## config.mk

```make
export PLATFORM = sky130hd
export DESIGN_NAME = sph_datapath
export DESIGN_NICKNAME = d
export VERILOG_FILES = /design/src/hdl/sph_pkg.sv /design/src/hdl/sph_div.sv /design/src/hdl/sph_datapath.sv
export SDC_FILE = /design/constraint.sdc
export NUM_CORES = 1
export LEC_CHECK = 0
export BUFFER_PORTS_ARGS = -buffer_cell sky130_fd_sc_hd__buf_2
export CAP_MARGIN = 20
export CORE_UTILIZATION = 29
export CTS_CLUSTER_SIZE = 8
export DETAILED_ROUTE_END_ITERATION = 7
export HOLD_SLACK_MARGIN = 0.12
export PLACE_DENSITY = 0.46
export SKIP_LAST_GASP = 1
export SLEW_MARGIN = 30
export SYNTH_ARGS = -nofsm -noshare
export SYNTH_HDL_FRONTEND = slang
export SYNTH_SLANG_ARGS = --single-unit
```

## constraint.sdc

```tcl
create_clock -name clock -period 2.4 [get_ports clock]
set_input_delay 0.36 -clock clock [delete_from_list [all_inputs] [get_ports clock]]
set_output_delay 0.36 -clock clock [all_outputs]
set_load 0.01 [all_outputs]
```

## src/hdl/sph_pkg.sv

```systemverilog
// ----------------------------------------------------------------------------
// sph_pkg
// Shared types and constants for the sphenic number classifier.
// ----------------------------------------------------------------------------
package sph_pkg;

   localparam int VALUE_WIDTH_DEFAULT = 16;
   localparam int NEEDED_PRIMES       = 3;
   localparam int FIRST_DIVISOR       = 2;
   localparam int PRIME_COUNT_WIDTH   = 3;

   typedef enum logic [5:0] {
      ST_IDLE   = 6'b000001,
      ST_CHECK  = 6'b000010,
      ST_DIV1   = 6'b000100,
      ST_TEST1  = 6'b001000,
      ST_DIV2   = 6'b010000,
      ST_TEST2  = 6'b100000
   } state_type;

   // controller -> datapath
   typedef struct packed {
      logic load;          // take a new number, restart at the first divisor
      logic div_start;     // launch a division
      logic div_src_quot;  // dividend is the last quotient instead of the remainder
      logic take_quot;     // remainder <= quotient, count one more prime
      logic next_div;      // advance to the next trial divisor
      logic report;        // register the result
      logic report_no;     // result is a forced no
   } cmd_type;

   // datapath -> controller
   typedef struct packed {
      logic sq_gt_rem;     // divisor squared exceeds the remainder
      logic div_done;      // division finished
      logic div_rem_zero;  // divisor divides the dividend
      logic primes_full;   // three primes already counted
   } status_type;

endpackage

```

## src/hdl/sph_div.sv

```systemverilog
// ----------------------------------------------------------------------------
// sph_div
// Restoring divider, one quotient bit per cycle.
// ----------------------------------------------------------------------------
module sph_div
   import sph_pkg::*;
#(
   parameter int WIDTH = VALUE_WIDTH_DEFAULT
) (
   input  logic             clock,
   input  logic             reset,
   input  logic             start,
   input  logic [WIDTH-1:0] dividend,
   input  logic [WIDTH-1:0] divisor,
   output logic             done,
   output logic [WIDTH-1:0] quotient,
   output logic             rem_zero
);

   localparam int CNT_WIDTH = $clog2(WIDTH + 1);

   logic [CNT_WIDTH-1:0] cnt_ff, cnt_in;
   logic [WIDTH-1:0]     q_ff, q_in;
   logic [WIDTH-1:0]     r_ff, r_in;
   logic [WIDTH:0]       trial;
   logic [WIDTH:0]       diff;

   assign trial = {r_ff, q_ff[WIDTH-1]};
   assign diff  = trial - {1'b0, divisor};

   always_comb begin
      cnt_in = cnt_ff;
      q_in   = q_ff;
      r_in   = r_ff;
      if (start) begin
         cnt_in = CNT_WIDTH'(WIDTH);
         q_in   = dividend;
         r_in   = '0;
      end else if (cnt_ff != '0) begin
         cnt_in = cnt_ff - 1'b1;
         if (!diff[WIDTH]) begin
            r_in = diff[WIDTH-1:0];
            q_in = {q_ff[WIDTH-2:0], 1'b1};
         end else begin
            r_in = trial[WIDTH-1:0];
            q_in = {q_ff[WIDTH-2:0], 1'b0};
         end
      end
   end

   always_ff @(posedge clock) begin
      if (reset) begin
         cnt_ff <= '0;
      end else begin
         cnt_ff <= cnt_in;
      end
      q_ff <= q_in;
      r_ff <= r_in;
   end

   assign done     = (cnt_ff == '0);
   assign quotient = q_ff;
   assign rem_zero = (r_ff == '0);

endmodule

```

## src/hdl/sph_datapath.sv

```systemverilog
// ----------------------------------------------------------------------------
// sph_datapath
// Remainder, trial divisor, running square, prime count and result register.
// ----------------------------------------------------------------------------
module sph_datapath
   import sph_pkg::*;
#(
   parameter int VALUE_WIDTH = VALUE_WIDTH_DEFAULT
) (
   input  logic                   clock,
   input  logic                   reset,
   input  logic [VALUE_WIDTH-1:0] number,
   input  cmd_type                cmd,
   output status_type             status,
   output logic                   is_sphenic
);

   localparam int SQ_WIDTH = VALUE_WIDTH + 2;

   logic [VALUE_WIDTH-1:0]       rem_ff, rem_in;
   logic [VALUE_WIDTH-1:0]       d_ff, d_in;
   logic [SQ_WIDTH-1:0]          sq_ff, sq_in;
   logic [PRIME_COUNT_WIDTH-1:0] primes_ff, primes_in;
   logic                         result_ff, result_in;
   logic [VALUE_WIDTH-1:0]       dividend;
   logic [VALUE_WIDTH-1:0]       quot;
   logic                         div_done;
   logic                         div_rem_zero;
   logic [PRIME_COUNT_WIDTH-1:0] final_count;

   assign dividend = cmd.div_src_quot ? quot : rem_ff;

   sph_div #(
      .WIDTH (VALUE_WIDTH)
   ) u_div (
      .clock    (clock),
      .reset    (reset),
      .start    (cmd.div_start),
      .dividend (dividend),
      .divisor  (d_ff),
      .done     (div_done),
      .quotient (quot),
      .rem_zero (div_rem_zero)
   );

   // a leftover remainder above one is the last prime
   assign final_count = primes_ff + PRIME_COUNT_WIDTH'(rem_ff > VALUE_WIDTH'(1));

   always_comb begin
      rem_in    = rem_ff;
      d_in      = d_ff;
      sq_in     = sq_ff;
      primes_in = primes_ff;
      result_in = result_ff;
      if (cmd.load) begin
         rem_in    = number;
         d_in      = VALUE_WIDTH'(FIRST_DIVISOR);
         sq_in     = SQ_WIDTH'(FIRST_DIVISOR * FIRST_DIVISOR);
         primes_in = '0;
      end
      if (cmd.take_quot) begin
         rem_in    = quot;
         primes_in = primes_ff + 1'b1;
      end
      if (cmd.next_div) begin
         d_in  = d_ff + 1'b1;
         // (d+1)^2 = d^2 + 2d + 1
         sq_in = sq_ff + SQ_WIDTH'({d_ff, 1'b1});
      end
      if (cmd.report) begin
         result_in = !cmd.report_no && (final_count == PRIME_COUNT_WIDTH'(NEEDED_PRIMES));
      end
   end

   always_ff @(posedge clock) begin
      rem_ff    <= rem_in;
      d_ff      <= d_in;
      sq_ff     <= sq_in;
      primes_ff <= primes_in;
      result_ff <= result_in;
   end

   assign status.sq_gt_rem    = (sq_ff > SQ_WIDTH'(rem_ff));
   assign status.div_done     = div_done;
   assign status.div_rem_zero = div_rem_zero;
   assign status.primes_full  = (primes_ff == PRIME_COUNT_WIDTH'(NEEDED_PRIMES));
   assign is_sphenic          = result_ff;

endmodule

```

# Word level (Yosys, flattened, before mapping)
# Index checks and enable logic that the tools add are counted.
[totals]
word_cells = 45
output_inout_bits = 5
regBits = 91
[op_classes]
n_lt_le_gt_ge = 2
addsub = 6
n_reduce_logical = 10
mux = 15
eq_ne = 3
[ops]
columns = ["cell", "n"]
rows = [
  ["16-bit 2-to-1 mux", 8],
  ["18-bit 2-to-1 mux", 2],
  ["18-bit by 17-bit adder with 18-bit output", 1],
  ["18-bit by 16-bit > comparator with 1-bit output", 1],
  ["17-bit by 16-bit subtractor with 17-bit output", 1],
  ["16-bit by 1-bit adder with 16-bit output, second input constant", 1],
  ["16-bit by 1-bit > comparator with 1-bit output, second input constant", 1],
  ["16-bit zero test", 1],
  ["5-bit 2-to-1 mux", 2],
  ["3-bit by 2-bit equality test with 1-bit output, second input constant", 2],
  ["3-bit 2-to-1 mux", 2],
  ["2-bit nonzero test", 3],
  ["5-bit zero test", 1],
  ["5-bit nonzero test", 1],
  ["5-bit by 1-bit subtractor with 5-bit output, second input constant", 1],
  ["3-bit by 1-bit adder with 3-bit output", 1],
  ["3-bit by 1-bit adder with 3-bit output, second input constant", 1],
  ["2-bit inequality test, second input constant", 1],
  ["2-bit AND reduction", 1],
  ["2-bit OR reduction", 1],
  ["1-bit logical AND", 1],
  ["1-bit zero test", 1],
  ["1-bit 2-to-1 mux", 1],
]

# Longest topological paths before layout
[logic_depth]
depth_word = 4
mapped_depth = 11
depth_no_buf = 10

# Cells and area by module
# A second synthesis with hierarchy kept.
[hier_totals]
cells_unflattened = 646
hier_area_um2 = 6404.9
[by_module_without_submodules]
columns = ["module", "area_per_inst_um2", "cells_each", "instances", "seq_area_each_um2"]
rows = [
  ["sph_datapath", 3781.1, 363, 1, 1621.6],
  ["sph_div", 2623.8, 283, 1, 900.9],
]

# Least setup slack after synthesis
# No wires, ideal clock.
[synth_path]
path_type = "reg2reg"
from = "register u_div.q_ff[15], in the netlist u_div.quotient[15]"
to = "register u_div.r_ff[5]"
arrival_time_ns = 2.506
path_stages_with_launch = 11
slack_ns = -0.195
period_less_slack_ns = 2.595
cell_sequence = "edfxtp_1 inv_1 ha_1 inv_1 fa_1 a211oi_2 o211ai_2 a211oi_4 o221ai_4 or3_1 a311oi_2"
[synth_between]
elab_chain_len = 2
[synth_lines]
columns = ["item", "line", "source"]
rows = [
  ["start: declaration", "sph_div.sv:23", "logic [WIDTH-1:0] q_ff, q_in;"],
  ["start signal: assignment", "sph_div.sv:57", "q_ff <= q_in;"],
  ["17-bit by 16-bit subtractor with 17-bit output", "sph_div.sv:29", "assign diff = trial - {1'b0, divisor};"],
  ["16-bit 2-to-1 mux", "sph_div.sv:41", "if (!diff[WIDTH]) begin"],
  ["end signal: assignment", "sph_div.sv:58", "r_ff <= r_in;"],
  ["end: declaration", "sph_div.sv:24", "logic [WIDTH-1:0] r_ff, r_in;"],
]
# Every way passes these cells.
# A chain may end at the register's enable or synchronous reset.

# Worst setup path after layout
# Ends and elaborated chain as after synthesis.

==> impl_metrics.yaml <==
yosys:
  synth_area_leaders: "edfxtp_1 (33%), ha_1 (11%), dfxtp_1 (6.6%)"
  ys_seq_area_frac: 0.3959
  yosysMostFrequentCell: "edfxtp_1"
  yosysTopAreaCell: "edfxtp_1"
  top_reg_cell_synth: "edfxtp_1"
  syn_avg_cell_area_sq_um: 10.05
  mappedNetlistNets: 716
  post_synth_num_cell_types: 67
  synth_warnings: 0
  synthesis.instances: 634
  ys_seq_elements: 91
  netlist.area_leader.share: 0.3299
  edff_count_synth: 70
  synth.cell_area_sq_um: 6371
  list_of_most_frequent_post_synthesis_cells: "edfxtp_1 (70), ha_1 (55), inv_1 (49), nand2_1 (49), nor2_1 (33)"
  async_flop_share: 0
drt:
  routedWlPerCell_microns: 15.99
  post-route-drc-count: 0
  detailedRoute.firstIterationViolations: 244
  viasPerCell: 4.972
  postRouteWirelength_mm: 16.69
  num_vias: 5191
  drtAntennaViolNets: 0
  drt-pass1-iter-count: 4
worst_setup_path:
  crit_arrival_ps: 2930
  worst_setup_path_end_kind: "flop"
  r2r_start: "u_div.quotient[15]"
  timing.critical_path.required_ps: 2660
  critical_path.top_delay_family: "compound AO/OA/AOI/OAI gates"
  worst-path-max-fanout: 4
  critical_path.cell_chain: "inv_1 -> ha_2 -> inv_2 -> fa_2 -> a211oi_4 -> o211ai_2 -> a211oi_4 -> o221ai_4 -> or3_4 -> a311oi_2"
  critical_path_class: "flop to flop"
  critPathMaxStageDelay_ps: 390
  r2r_cells: 10
  crit_path_start_kind: "flop"
  reg2reg_to: "u_div.r_ff[5]"
  worst-r2r-setup-slack_ps: -270
  cp.buffers_inverters: 2
  cpMostUsedCell: "a211oi_4"
  crit_slowest_cell: "or3_4"
die:
  starting_density: 0.2993
  die_height_microns: 150.2
  floorplan.die.width_microns: 150.2
  placementRows: 53
  floorplan.core_area_sq_um: 21290
  ios: 30
  die-area_sq_um: 22570
global_routing:
  grt_start_max_net_pins: 36
  grtUsageTotal: 0.1535
  antenna_found_initial: 0
  overflow: 0
  wire_length_of_the_first_global_routing_pass_mm: 27.01
  first_global_vias: 5293
pwr:
  p_sw_mw: 3.789
  comb_power_share: 0.580
  switching_share: 0.4015
  share_clk_of_total_power: 0.159
  p_per_area_nw_per_um2: 1135
  p_int_mw: 5.649
  vdd_drop_max_v: 0.0004067
  power_mw: 9.438
  leakage_nw: 3.460
  power.share.sequential: 0.260
cells_and_area:
  n_fill_cell: 2088
  fin_cells: 1044
  post-route-util: 0.3905
  area_delta_synth_final_pct: 30.48
  layout.nets: 846
  post_route_cells_drive_above_1_share: 0.3485
  final_design_area_no_fill_sq_um: 8313
  antenna_cells_inserted: 0
placement:
  placed_cells: 1007
  dp_slack_ps: -332.2
  gp_congestion: 0.8480
  dp.final_hpwl_mm: 12.48
  i_o_buffers: 29
  place_area_sq_um: 7440
sta:
  final.period_utilization: 1.111
  tightest_slew_ps: 565.5
  unrepaired_setup_endpoints_after_global_routing: "yes"
  skew_ps: 7.048
  postLayoutSetupSlackWorst_ps: -267.4
  max_clock_freq_mhz: 374.9
  timing.slew.headroom: 0.6230
  finalHoldWorstSlack_ps: 197.6
  period_needed_ps: 2667
  final_hold_viol_count: 0
  setup_viol: 20
  slew_violations: 0
  setup_total_negative_slack_ps: -3351
run:
  maxCapViolCount: 0
min_path:
  hold-path-cell-count: 1
  hp-start: "cmd[1]"
  end_of_the_worst_hold_path: "is_sphenic"
  min_delay_worst_type: "primary input to flop"
clocking:
  cts_hold_bufs: 0
  cts.path.max_buffers: 2
  insertion_delay_ps: 350
  tritoncts.num_buffers: 9
  clock_sinks: 91
  cts_tree: "done"
  root_buffer: "clkbuf_16"
  clk_transition_reported_paths_ps: 70
  cts_htree_levels: 3
run_status:
  violated_checks: "setup timing"
  run_status: "complete, but fails checks"
-- repair_timing --
action,CTS,global route
pin swaps,24,33
buffers inserted,13,8
setup endpoints to repair,27,27
resized for setup,36,43
hold endpoints to repair,0,0
gates cloned,0,1
-- worst max path at each step --
stage                                to               start  cells past startpoint  slack (ps)
after floorplan           u_div.r_ff[5]  u_div.quotient[15]                     10        -180
after global placement    u_div.r_ff[3]  u_div.quotient[15]                     11        -270
after detailed placement  u_div.r_ff[4]  u_div.quotient[15]                     11        -330
after CTS                 u_div.r_ff[5]  u_div.quotient[15]                     10        -240
after global routing      u_div.r_ff[5]  u_div.quotient[15]                     10        -360
final                     u_div.r_ff[5]  u_div.quotient[15]                     10        -270
-- layout by cell type, fill, tap and decap left out, types with 12 or more instances in the layout --
| master | count |
|---|---|
| a21oi_1 | 28 |
| a311oi_2 | 13 |
| and2_1 | 22 |
| buf_2 | 29 |
| buf_4 | 99 |
| dfxtp_1 | 21 |
| edfxtp_1 | 70 |
| ha_1 | 44 |
| inv_1 | 47 |
| mux2_2 | 31 |
| nand2_1 | 46 |
| nand2b_1 | 12 |
| nand4_1 | 15 |
| nor2_1 | 33 |
| nor3_1 | 12 |
| o21ai_0 | 20 |
| xnor2_1 | 23 |
-- final cells by class --
type,count,area [sq um],share of cell area
multi-input cells,471,3886,0.4675
well taps,275,344.1,0.04139
clock buffers,9,225.2,0.02709
clock inverters,7,78.83,0.009482
inverters,49,183.9,0.02213
repair buffers,142,1072,0.1290
flip-flops and latches,91,2522,0.3034
-- flip-flops by register name, indices dropped and copies added, names as in the netlist --
name / count
is_sphenic: 1
rem_ff: 16
primes_ff: 3
u_div.cnt_ff: 5
d_ff: 16
sq_ff: 18
u_div.r_ff: 16
u_div.quotient: 16
-- layer usage --
layer  up-vias  global-route usage  part of all wire
li1       2609                   -                 -
met1      2505              0.2009              0.48
met2        54              0.2544              0.48
met3        23             0.02848             0.024
met4         0             0.04899             0.020
met5         -                   0                 0
-- kinds of logic (layout without fill, tap and decap cells) --
group,count (synthesis),count (layout),synth area share
adders and majority gates,57,57,0.1143
DFF,91,91,0.3959
AOI/OAI and AO/OA,134,134,0.1585
buffers and inverters,72,207,0.04870
and+or+nand+nor,212,212,0.1762
muxes,35,35,0.06108
xor gates and xnor gates,33,33,0.04536
-- power by group through the flow --
stage          Sequential, mW  Combinational, mW  Clock, mW
2_1_floorplan            2.37               3.13          0
3_3_place_gp             2.48               4.57          0
3_5_place_dp             2.48               4.61          0
4_1_cts                  2.45               4.99       1.54
5_1_grt                  2.50               5.99       1.60
6_report                 2.46               5.48       1.51
-- worst register-to-register path: stages (launching register included) --
cell      delay, ps
edfxtp_1        380
inv_1            70
ha_2            180
inv_2            40
fa_2            360
a211oi_4        260
o211ai_2        160
a211oi_4        320
o221ai_4        170
or3_4           390
a311oi_2        260
Power figures use the tool's default switching activity.
